==> config.mk <==
export PLATFORM = sky130hd
export DESIGN_NAME = stable_min_priority_queue
export DESIGN_NICKNAME = d
export VERILOG_FILES = /design/src/rtl/smpq_pkg.sv /design/src/rtl/stable_min_priority_queue.sv /design/src/rtl/smpq_cell.sv
export VERILOG_INCLUDE_DIRS = /design/src /design/src/rtl
export SDC_FILE = /design/constraint.sdc
export NUM_CORES = 2
export LEC_CHECK = 0
export BUFFER_PORTS_ARGS = -buffer_cell sky130_fd_sc_hd__buf_2
export CAP_MARGIN = 40
export CORE_MARGIN = 5
export CORE_UTILIZATION = 59
export CTS_BUF_LIST = sky130_fd_sc_hd__clkbuf_16
export CTS_CLUSTER_DIAMETER = 120
export CTS_CLUSTER_SIZE = 25
export DETAILED_ROUTE_END_ITERATION = 8
export GPL_ROUTABILITY_DRIVEN = 0
export MAX_ROUTING_LAYER = met4
export PLACE_DENSITY = 0.84
export SYNTH_ARGS = -nofsm -noshare
export SYNTH_HDL_FRONTEND = slang
export SYNTH_SLANG_ARGS = --single-unit
==> constraint.sdc <==
create_clock -name clk_i -period 6.76 [get_ports clk_i]
set_input_delay 2.028 -clock clk_i [delete_from_list [all_inputs] [get_ports clk_i]]
set_output_delay 2.028 -clock clk_i [all_outputs]
set_load 0.01 [all_outputs]
==> src/rtl/stable_min_priority_queue_assert.svh <==
// assertion macros for the stable minimum priority queue
`ifndef STABLE_MIN_PRIORITY_QUEUE_ASSERT_SVH
`define STABLE_MIN_PRIORITY_QUEUE_ASSERT_SVH

// clocked check, disabled while reset is held
`define SMPQ_ASSERT(name, clk, rst_n, prop, msg) \
  name: assert property (@(posedge clk) disable iff (!rst_n) prop) else $error(msg);

// clocked check that also holds during reset
`define SMPQ_ASSERT_ALWAYS(name, clk, prop, msg) \
  name: assert property (@(posedge clk) prop) else $error(msg);

`endif

==> src/rtl/smpq_pkg.sv <==
// shared types and constants of the stable minimum priority queue
`default_nettype none

package smpq_pkg;

  localparam int unsigned SMPQ_CAPACITY = 32;
  localparam int unsigned SMPQ_KEY_BITS = 16;
  localparam int unsigned SMPQ_TAG_BITS = 16;
  localparam int unsigned SMPQ_FLUSH_BITS = 6;

  typedef enum logic [1:0] {
    OP_ADD   = 2'd0,
    OP_POP   = 2'd1,
    OP_FLUSH = 2'd2,
    OP_STOP  = 2'd3
  } op_e;

  typedef enum logic [1:0] {
    ST_OK      = 2'd0,
    ST_EMPTY   = 2'd1,
    ST_STOPPED = 2'd2,
    ST_FULL    = 2'd3
  } status_e;

  // command broadcast to every cell of the chain
  typedef struct packed {
    logic insert;
    logic pop;
    logic flush;
  } cell_cmd_t;

endpackage

`default_nettype wire

==> src/rtl/stable_min_priority_queue.sv <==
// top level of the stable minimum priority queue: sorted cell chain and result register
//
// Usage: one input beat carries an operation (add, pop lowest, flush, stop)
// with a key and a tag; each input beat yields exactly one output beat with
// status, got_job, out_tag, flushed_count and all_done.
// Entries sit in a row of CAPACITY cells kept sorted by key, equal keys in
// arrival order, the lowest at the head cell. An add slides the larger
// entries one cell toward the tail; a pop takes the head and slides all
// entries one cell toward the head; a flush clears every cell at once.
// Timing: the result is written into the output register as the input
// beat is accepted. Throughput: one item per cycle while out_ready_i is high,
// set by the update of the whole cell row at once and the one-entry output register.
// Stall: while a result waits and out_ready_i is low, in_ready_o is low;
// in_ready_o rises again in the cycle the result is taken.
// Reset: all cells empty, count zero, busy and stopped clear, no result
// pending. No clearing pass is needed.
`default_nettype none

`include "stable_min_priority_queue_assert.svh"

module stable_min_priority_queue #(
  parameter int unsigned CAPACITY = smpq_pkg::SMPQ_CAPACITY,
  parameter int unsigned KEY_BITS = smpq_pkg::SMPQ_KEY_BITS,
  parameter int unsigned TAG_BITS = smpq_pkg::SMPQ_TAG_BITS
) (
  input  wire logic                 clk_i,
  input  wire logic                 rst_ni,
  input  wire logic                 in_valid_i,
  output logic                      in_ready_o,
  input  wire logic [1:0]           op_i,
  input  wire logic [KEY_BITS-1:0]  job_key_i,
  input  wire logic [TAG_BITS-1:0]  job_tag_i,
  output logic                      out_valid_o,
  input  wire logic                 out_ready_i,
  output logic [1:0]                status_o,
  output logic                      got_job_o,
  output logic [TAG_BITS-1:0]       out_tag_o,
  output logic [smpq_pkg::SMPQ_FLUSH_BITS-1:0] flushed_count_o,
  output logic                      all_done_o
);
  import smpq_pkg::*;

  localparam int unsigned CntW = $clog2(CAPACITY + 1);

  logic                accept;
  logic                full;
  logic [CntW-1:0]     cnt_q, cnt_d;
  logic                busy_q, busy_d;
  logic                stopped_q, stopped_d;
  cell_cmd_t           cmd;
  status_e             status;
  logic                got;
  logic [TAG_BITS-1:0] otag;
  logic [SMPQ_FLUSH_BITS-1:0] flushed;

  logic                out_valid_q;
  logic [1:0]          status_q;
  logic                got_q;
  logic [TAG_BITS-1:0] tag_q;
  logic [SMPQ_FLUSH_BITS-1:0] flushed_q;
  logic                done_q;

  logic                cell_valid [CAPACITY];
  logic [KEY_BITS-1:0] cell_key   [CAPACITY];
  logic [TAG_BITS-1:0] cell_tag   [CAPACITY];
  logic                cell_gt    [CAPACITY];

  // input beat taken whenever the result register is free or draining
  assign in_ready_o = !out_valid_q || out_ready_i;
  assign accept     = in_valid_i && in_ready_o;
  assign full       = (cnt_q == CntW'(CAPACITY));

  // operation decode and result fields
  always_comb begin
    cmd       = '0;
    status    = ST_OK;
    got       = 1'b0;
    otag      = '0;
    flushed   = '0;
    cnt_d     = cnt_q;
    busy_d    = busy_q;
    stopped_d = stopped_q;
    if (accept) begin
      case (op_e'(op_i))
        OP_ADD: begin
          if (full) begin
            status = ST_FULL;
          end else begin
            cmd.insert = 1'b1;
            cnt_d      = cnt_q + CntW'(1);
          end
        end
        OP_POP: begin
          busy_d = 1'b0;
          if (stopped_q) begin
            status = ST_STOPPED;
          end else if (cnt_q == '0) begin
            status = ST_EMPTY;
          end else begin
            cmd.pop = 1'b1;
            got     = 1'b1;
            otag    = cell_tag[0];
            cnt_d   = cnt_q - CntW'(1);
            busy_d  = 1'b1;
          end
        end
        OP_FLUSH: begin
          cmd.flush = 1'b1;
          flushed   = SMPQ_FLUSH_BITS'(cnt_q);
          cnt_d     = '0;
        end
        OP_STOP: begin
          stopped_d = 1'b1;
        end
        default: begin
          stopped_d = stopped_q;
        end
      endcase
    end
  end

  // sorted chain of cells, head at index 0
  for (genvar i = 0; i < CAPACITY; i++) begin : g_cell
    logic                prev_valid;
    logic [KEY_BITS-1:0] prev_key;
    logic [TAG_BITS-1:0] prev_tag;
    logic                prev_gt;
    logic                next_valid;
    logic [KEY_BITS-1:0] next_key;
    logic [TAG_BITS-1:0] next_tag;

    if (i == 0) begin : g_head
      assign prev_valid = 1'b0;
      assign prev_key   = '0;
      assign prev_tag   = '0;
      assign prev_gt    = 1'b0;
    end else begin : g_body
      assign prev_valid = cell_valid[i-1];
      assign prev_key   = cell_key[i-1];
      assign prev_tag   = cell_tag[i-1];
      assign prev_gt    = cell_gt[i-1];
    end

    if (i == CAPACITY - 1) begin : g_tail
      assign next_valid = 1'b0;
      assign next_key   = '0;
      assign next_tag   = '0;
    end else begin : g_mid
      assign next_valid = cell_valid[i+1];
      assign next_key   = cell_key[i+1];
      assign next_tag   = cell_tag[i+1];
    end

    smpq_cell #(
      .KEY_BITS (KEY_BITS),
      .TAG_BITS (TAG_BITS)
    ) u_cell (
      .clk_i        (clk_i),
      .rst_ni       (rst_ni),
      .cmd_i        (cmd),
      .new_key_i    (job_key_i),
      .new_tag_i    (job_tag_i),
      .prev_valid_i (prev_valid),
      .prev_key_i   (prev_key),
      .prev_tag_i   (prev_tag),
      .prev_gt_i    (prev_gt),
      .next_valid_i (next_valid),
      .next_key_i   (next_key),
      .next_tag_i   (next_tag),
      .valid_o      (cell_valid[i]),
      .key_o        (cell_key[i]),
      .tag_o        (cell_tag[i]),
      .gt_o         (cell_gt[i])
    );
  end

  // control state and result valid
  always_ff @(posedge clk_i or negedge rst_ni) begin
    if (!rst_ni) begin
      cnt_q       <= '0;
      busy_q      <= 1'b0;
      stopped_q   <= 1'b0;
      out_valid_q <= 1'b0;
    end else begin
      cnt_q     <= cnt_d;
      busy_q    <= busy_d;
      stopped_q <= stopped_d;
      if (accept) begin
        out_valid_q <= 1'b1;
      end else if (out_ready_i) begin
        out_valid_q <= 1'b0;
      end
    end
  end

  // result payload register
  always_ff @(posedge clk_i) begin
    if (accept) begin
      status_q  <= status;
      got_q     <= got;
      tag_q     <= otag;
      flushed_q <= flushed;
      done_q    <= (cnt_d == '0) && !busy_d;
    end
  end

  assign out_valid_o     = out_valid_q;
  assign status_o        = status_q;
  assign got_job_o       = got_q;
  assign out_tag_o       = tag_q;
  assign flushed_count_o = flushed_q;
  assign all_done_o      = done_q;

  // checks
  `SMPQ_ASSERT_ALWAYS(a_reset_idle, clk_i, !rst_ni |=> !out_valid_q, "result valid after reset")
  `SMPQ_ASSERT(a_cnt_range, clk_i, rst_ni, cnt_q <= CntW'(CAPACITY), "count above capacity")
  `SMPQ_ASSERT(a_head_valid, clk_i, rst_ni,
               cell_valid[0] == (cnt_q != '0), "head cell and count disagree")
  `SMPQ_ASSERT(a_tail_valid, clk_i, rst_ni,
               cell_valid[CAPACITY-1] == full, "tail cell and full disagree")
  `SMPQ_ASSERT(a_pop_count, clk_i, rst_ni,
               cmd.pop |=> (cnt_q == $past(cnt_q) - CntW'(1)), "pop did not shrink count")

endmodule

`default_nettype wire

==> src/rtl/smpq_cell.sv <==
// one slot of the sorted chain: holds an entry and trades with its neighbors
`default_nettype none

module smpq_cell #(
  parameter int unsigned KEY_BITS = 16,
  parameter int unsigned TAG_BITS = 16
) (
  input  wire logic                  clk_i,
  input  wire logic                  rst_ni,
  input  wire smpq_pkg::cell_cmd_t   cmd_i,
  input  wire logic [KEY_BITS-1:0]   new_key_i,
  input  wire logic [TAG_BITS-1:0]   new_tag_i,
  input  wire logic                  prev_valid_i,
  input  wire logic [KEY_BITS-1:0]   prev_key_i,
  input  wire logic [TAG_BITS-1:0]   prev_tag_i,
  input  wire logic                  prev_gt_i,
  input  wire logic                  next_valid_i,
  input  wire logic [KEY_BITS-1:0]   next_key_i,
  input  wire logic [TAG_BITS-1:0]   next_tag_i,
  output logic                       valid_o,
  output logic [KEY_BITS-1:0]        key_o,
  output logic [TAG_BITS-1:0]        tag_o,
  output logic                       gt_o
);
  import smpq_pkg::*;

  logic                valid_q, valid_d;
  logic [KEY_BITS-1:0] key_q, key_d;
  logic [TAG_BITS-1:0] tag_q, tag_d;

  // slot lies behind the new entry: empty, or strictly larger key
  assign gt_o = !valid_q || (key_q > new_key_i);

  // next slot contents
  always_comb begin
    valid_d = valid_q;
    key_d   = key_q;
    tag_d   = tag_q;
    if (cmd_i.flush) begin
      valid_d = 1'b0;
    end else if (cmd_i.pop) begin
      valid_d = next_valid_i;
      key_d   = next_key_i;
      tag_d   = next_tag_i;
    end else if (cmd_i.insert && gt_o) begin
      if (prev_gt_i) begin
        valid_d = prev_valid_i;
        key_d   = prev_key_i;
        tag_d   = prev_tag_i;
      end else begin
        valid_d = 1'b1;
        key_d   = new_key_i;
        tag_d   = new_tag_i;
      end
    end
  end

  always_ff @(posedge clk_i or negedge rst_ni) begin
    if (!rst_ni) begin
      valid_q <= 1'b0;
    end else begin
      valid_q <= valid_d;
    end
  end

  // payload needs no reset
  always_ff @(posedge clk_i) begin
    key_q <= key_d;
    tag_q <= tag_d;
  end

  assign valid_o = valid_q;
  assign key_o   = key_q;
  assign tag_o   = tag_q;

endmodule

`default_nettype wire
Word-level counts from Yosys, hierarchy flattened

Index checks and enable logic that the tools add are counted.

ROM bits: 0
Register bits: 1091
Bits of input ports: 38
Latch bits: 0
Memories: 0
Logic and storage cells: 683
Bits in writable memories: 0

Magnitude comparators: 32
Divide/modulo/power cells: 0
Shifts and indexed selects: 0
Multipliers: 0
Add/subtract/negate cells: 2
Muxes and demuxes: 335
Eq/ne operators: 4
Bitwise operators: 2
Reduce and logical (&&, ||, !) cells: 203

Operators by type and width:

| operator              | number |
|---|---|
| $mux W16              | 188 |
| $gt A16 B16 Y1        | 32 |
| $mux W1               | 138 |
| $reduce_bool A3 Y1    | 32 |
| $reduce_and A2 Y1     | 33 |
| $reduce_bool A2 Y1    | 33 |
| $logic_and A1 B1 Y1   | 34 |
| $logic_not A1 Y1      | 34 |
| $logic_or A1 B1 Y1    | 33 |
| $mux W6               | 4 |
| $pmux W6 S3           | 1 |
| $logic_not A6 Y1      | 2 |
| $add A6 B1 Y6 const B | 1 |
| $eq A6 B6 Y1 const B  | 1 |
| $sub A6 B1 Y6 const B | 1 |
| $eq A2 B2 Y1 const B  | 2 |
| $mux W2               | 2 |
| $pmux W2 S2           | 1 |
| $mux W3               | 1 |
| $reduce_or A3 Y1      | 1 |
| $eq A2 B1 Y1 const B  | 1 |
| $logic_not A2 Y1      | 1 |
| $not A1 Y1            | 2 |

Depth between registers and ports, before layout

Depth in word-level cells: 9
Mapped depth: 12

Hierarchy

From an unflattened synthesis, not the netlist that was laid out.

Cells, all modules: 6824
Area total of the unflattened synthesis: 69731.9 µm²

By module, submodules not included:

| module                             | area each (µm²) | cells each | sequential area each (µm²) | instances |
|---|---|---|---|---|
| smpq_cell at g_cell[0].u_cell ...  | 2122.0          | 208        | 985.9                      | 23 |
| smpq_cell at g_cell[30].u_cell ... | 2134.5          | 210        | 985.9                      | 9 |
| stable_min_priority_queue          | 1714.1          | 150        | 1006.0                     | 1 |

Worst setup path before layout

Ideal clock, no wire load.

Kind: in2reg
From: input port job_key_i[15]
To: register g_cell[20].u_cell.key_q[0] (enable)
Data required time: 6.294 ns
Arrival: 6.767 ns
Slack: -0.473 ns
Stages: 10
Cells stage by stage: clkbuf_1 inv_1 ha_1 nand4_1 a2111oi_0 a211oi_1 o21a_1 buf_2 buf_1 o21ai_0

Word-level cells in the longest chain between the ends: 5

Ends and longest elaborated chain:

| element                      | line                            | text |
|---|---|---|
| start: declaration           | stable_min_priority_queue.sv:31 | `input wire logic [KEY_BITS-1:0] job_key_i,` |
| $gt A16 B16 Y1               | smpq_cell.sv:32                 | `assign gt_o = !valid_q \|\| (key_q > new_key_i);` |
| $logic_or A1 B1 Y1           | smpq_cell.sv:32                 |  |
| $logic_and A1 B1 Y1          | smpq_cell.sv:45                 | `end else if (cmd_i.insert && gt_o) begin` |
| $reduce_bool A2 Y1 (no line) | n/a                             |  |
| $reduce_and A2 Y1 (no line)  | n/a                             |  |
| end signal: assignment       | smpq_cell.sv:68                 | `key_q <= key_d;` |
| end: declaration             | smpq_cell.sv:28                 | `logic [KEY_BITS-1:0] key_q, key_d;` |

No other way between the ends.
A chain may end at the register's enable or synchronous reset.

Worst setup path after layout

From: input port job_key_i[11]
To: register g_cell[1].u_cell.key_q[12], data pin

Word-level cells in the longest chain between the ends: 5

Ends and longest elaborated chain:

| element                | line            | text |
|---|---|---|
| $gt A16 B16 Y1         | smpq_cell.sv:32 |  |
| $logic_or A1 B1 Y1     | smpq_cell.sv:32 |  |
| $mux W16               | smpq_cell.sv:46 | `if (prev_gt_i) begin` |
| $mux W16               | smpq_cell.sv:45 |  |
| $mux W16               | smpq_cell.sv:41 | `end else if (cmd_i.pop) begin` |
| end signal: assignment | smpq_cell.sv:68 |  |
| end: declaration       | smpq_cell.sv:28 |  |

No other way between the ends. The select of a mux whose other input is x is not followed.

==> impl_results.rst <==
.. list-table::
   :header-rows: 1

   * - Metric
     - Value
   * - Outcome
     - completed
   * - Placed cells
     - 7566
   * - Die Span Y
     - 345.5 µm
   * - Critical Path Slowest Stage Cell
     - sky130_fd_sc_hd__nor4_1
   * - Number of H-tree levels
     - 2
   * - GRT Overall Usage
     - 31.78%
   * - Tightest slew margin relative to the limit
     - 26.40%
   * - Reported max-cap violation count
     - 0
   * - Width of the die
     - 345.5 µm
   * - Pin count of the biggest net entering global routing
     - 238
   * - Crit start category
     - input pin
   * - Reg-to-Reg Start
     - cnt_q[0]
   * - First-pass GRT wire length
     - 296000 µm
   * - Critical path cell sequence
     - buf_2 -> clkinv_1 -> buf_4 -> ha_1 -> nand4_1 -> nor4_1 -> nand4_1 -> nand2_2 -> buf_4 -> mux2i_1 -> a21oi_1
   * - Final core occ
     - 62.02%
   * - Most used flip-flop cell after synthesis
     - sky130_fd_sc_hd__edfxtp_1
   * - Die Footprint
     - 119300 µm²
   * - Data required time at the worst endpoint
     - 7.14 ns
   * - Number of nets with antenna violations after routing
     - 0
   * - Mapped Area
     - 66400 µm²
   * - Filler cell count in the final layout
     - 8612
   * - Hold wc startpoint
     - busy_q
   * - Leakage
     - 27.01 nW
   * - Timing-limited maximum frequency
     - 190.5 MHz
   * - Asr flop ratio synth
     - 3.758%
   * - Setup repair after global routing missed its margin
     - no
   * - Vias after detailed routing
     - 53171
   * - Endpoint type of the worst setup path
     - flip-flop
   * - Master cell of the clock root buffer
     - sky130_fd_sc_hd__clkbuf_16
   * - Final setup violation count
     - 0
   * - Share of the synthesized area in compound gates (AO/OA/AOI/OAI)
     - 13.93%
   * - Proportion of synthesized area in mux cells
     - 11.26%
   * - R2R cell count
     - 10
   * - Number of buffers inserted by hold repair at cts
     - 0
   * - Detail-routed net length per standard cell
     - 25.24 µm
   * - Number of instances in the synthesized netlist
     - 6333
   * - Number of DRC violations after detailed-routing iteration 0
     - 9014
   * - Count of clock tree sinks
     - 1091
   * - Crit-path max cell delay
     - 0.56 ns
   * - Deepest clock path buffer count
     - 3
   * - I/O Pins
     - 66
   * - Initial antenna violation count
     - 2
   * - Number of hold-slack violations in the final timing report
     - 0
   * - Hold slack
     - 0.5413 ns
   * - CTS tree
     - built
   * - Number of global-route vias before repair
     - 50538
   * - Largest family of logic cells by synthesized area
     - compound AO/OA/AOI/OAI gates
   * - Synth Area in Simple Gates
     - 12.04%
   * - CORE AREA
     - 112200 µm²
   * - Number of stages on the worst hold path
     - 2
   * - Clk slew on worst S/H paths
     - 0.10 ns
   * - Resized cells post-CTS
     - 0
   * - Initial Utilization
     - 59.18%
   * - Number of CTS-inserted buffers
     - 49
   * - Nets in the synthesized netlist
     - 6885
   * - Power density normalized to cell area
     - 186.9 nW/µm²
   * - Hold Crit Class
     - flip-flop to flip-flop
   * - Final count of pins violating max slew
     - 0
   * - Total Wirelength
     - 193300 µm
   * - Filler-free cell count of the finished design
     - 7660
   * - First-pass iteration count of the detailed router
     - 8
   * - DRC violations left
     - 0
   * - Register area share after synthesis
     - 49.03%
   * - Register bit total from synthesis
     - 1091
   * - Final net count
     - 6669
   * - Total overflow reported by the global router
     - 0
   * - Number of setup buffers added after CTS
     - 0
   * - WP data arrival
     - 5.63 ns
   * - Worst-margin pin slew
     - 1.104 ns
   * - Share of the cycle needed by the critical path after routing
     - 77.65%
   * - Detailed placer's ending HPWL
     - 131400 µm
   * - Synthesized-area fraction occupied by xor and xnor cells
     - 0.01319%
   * - EDFF count, synth
     - 1050
   * - Fraction of final layout cells with drive strength greater than 1
     - 5.457%
   * - Floorplan row count
     - 123
   * - Mean post-synth cell area
     - 10.48 µm²
   * - Count of cell types in the netlist
     - 62
   * - Average vias per placed instance
     - 6.941
   * - Maximum resistive drop on vdd
     - 0.0002038 V
   * - Post-route minimum period
     - 5.249 ns
   * - Yosys Warn Count
     - 0
   * - Launching element of the worst setup path
     - job_key_i[11]
   * - Area Overhead vs Synth
     - 4.798%
   * - Total of buffers placed on input and output ports
     - 65
   * - Largest clock skew in the final design
     - 0.04751 ns
   * - Clock latency on the worst-skew pair
     - 0.70 ns
   * - Critical path fanouts, max
     - 26
   * - Type of the worst setup path
     - input pin to flip-flop
   * - Adder-cell area share of the yosys netlist
     - 9.686%
==> through the flow <==
stage	total power [mW]	instance area, µm²	setup slack (ns)	setup TNS [ns]
2_1_floorplan	8.940	66400	-0.4725	-160.10
5_1_grt	13.36	69580	1.470	0
6_report	13.01	69580	1.511	0
3_5_place_dp	9.501	68130	1.017	0
3_3_place_gp	9.392	67970	0.9626	0
4_1_cts	12.91	69570	1.737	0
==> synth_stat cells, drive strengths merged (16+ instances only) <==
master / instances / share of area (%)
buf: 311 / 2.5
clkbuf: 177 / 1.0
nand2: 514 / 2.9
o21ai: 256 / 2.0
ha: 514 / 9.7
o211ai: 237 / 2.7
nor4: 29 / 0.27
a2111oi: 16 / 0.21
nor2: 733 / 4.1
nand4: 97 / 0.91
inv: 97 / 0.55
and2: 26 / 0.24
o22ai: 35 / 0.33
nor3: 61 / 0.47
a2bb2oi: 32 / 0.42
nand3: 287 / 2.2
dfrtp: 41 / 1.5
nor2b: 36 / 0.34
a21oi: 786 / 5.9
a211oi: 41 / 0.46
a21o: 32 / 0.36
o21a: 30 / 0.34
edfxtp: 1050 / 47
a211o: 26 / 0.34
mux2i: 747 / 11
==> worst paths after layout <==
kind	slack, ns	endpoint
setup / recovery	1.51	g_cell[1].u_cell.key_o[12]
hold / removal	0.54	busy_q
setup reg to reg	2.60	all_done_o
hold reg to reg	0.54	busy_q
max in group asynchronous	4.89	g_cell[20].u_cell.valid_o
min in group asynchronous	1.29	out_valid_o
==> layer usage <==
metal / vias to the layer above / global-route usage [%] / part of all wire [%]
li1: 23318 / - / -
met1: 25115 / 45.20 / 38
met2: 4116 / 45.81 / 43
met3: 622 / 6.456 / 15
met4: 0 / 10.92 / 4.2
met5: - / - / 0
==> layout make-up <==
| cell class | count | area (µm²) | share of cell area [%] |
|---|---|---|---|
| Sequential cell | 1091 | 32560 | 46.79 |
| Multi-Input combinational cell | 4657 | 31460 | 45.21 |
| Clock buffer | 50 | 1251 | 1.798 |
| Inverter | 97 | 364.1 | 0.5233 |
| Timing Repair Buffer | 221 | 1874 | 2.694 |
| Clock inverter | 41 | 191.4 | 0.2751 |
| Tap cell | 1500 | 1877 | 2.697 |
| Antenna cell | 3 | 7.507 | 0.01079 |
==> worst max-delay path: cells and delay by family <==
kind / cells / cell delay, ns
compound gates: 1 / 0.10
fa+ha+maj: 1 / 0.41
simple gates: 4 / 1.31
buf+inv: 4 / 1.44
mux: 1 / 0.32
==> flip-flops by register name, indices dropped and copies added, names as in the netlist <==
| name | flops |
|---|---|
| all_done_o | 1 |
| g_cell.u_cell.valid_o | 32 |
| flushed_count_o | 6 |
| out_tag_o | 16 |
| status_o | 2 |
| got_job_o | 1 |
| cnt_q | 6 |
| stopped_q | 1 |
| out_valid_o | 1 |
| g_cell.u_cell.key_o | 512 |
| g_cell.u_cell.tag_o | 512 |
| busy_q | 1 |
==> cells in the final DEF, fill, tap and decap left out, drive strengths merged, types with 4 or more instances in the layout <==
master,instances
nand2,514
or4,4
nand3,287
a31oi,7
o221ai,15
nor4,29
and2,26
o311a,9
nor2,733
a2111oi,16
or3,9
a21oi,786
o22ai,35
o21ai,256
a211o,26
clkbuf,50
nand4,97
edfxtp,1050
a21o,32
and4,12
buf,221
dfrtp,41
nand2b,7
a31o,9
o211ai,237
inv,126
and3,13
clkinv,12
nor2b,36
nor3,61
mux2i,747
a211oi,41
ha,514
a2bb2oi,32
o21a,30
==> where the power goes <==
| group | total [mW] | internal [mW] | switching [mW] | leakage [nW] |
|---|---|---|---|---|
| clock | 3.59 | 1.37 | 2.22 | 0.837 |
| sequential | 7.78 | 7.61 | 0.170 | 10.2 |
| combinational | 1.64 | 0.594 | 1.04 | 16.0 |
| total | 13.0 | 9.58 | 3.43 | 27.0 |
==> cell families after synthesis <==
| group | Yosys count |
|---|---|
| simple gates | 1837 |
| compound gates | 1558 |
| flops | 1091 |
| mux | 747 |
| buf+inv | 585 |
| fa+ha+maj | 514 |
| xor+xnor | 1 |
Power figures use the tool's default switching activity.
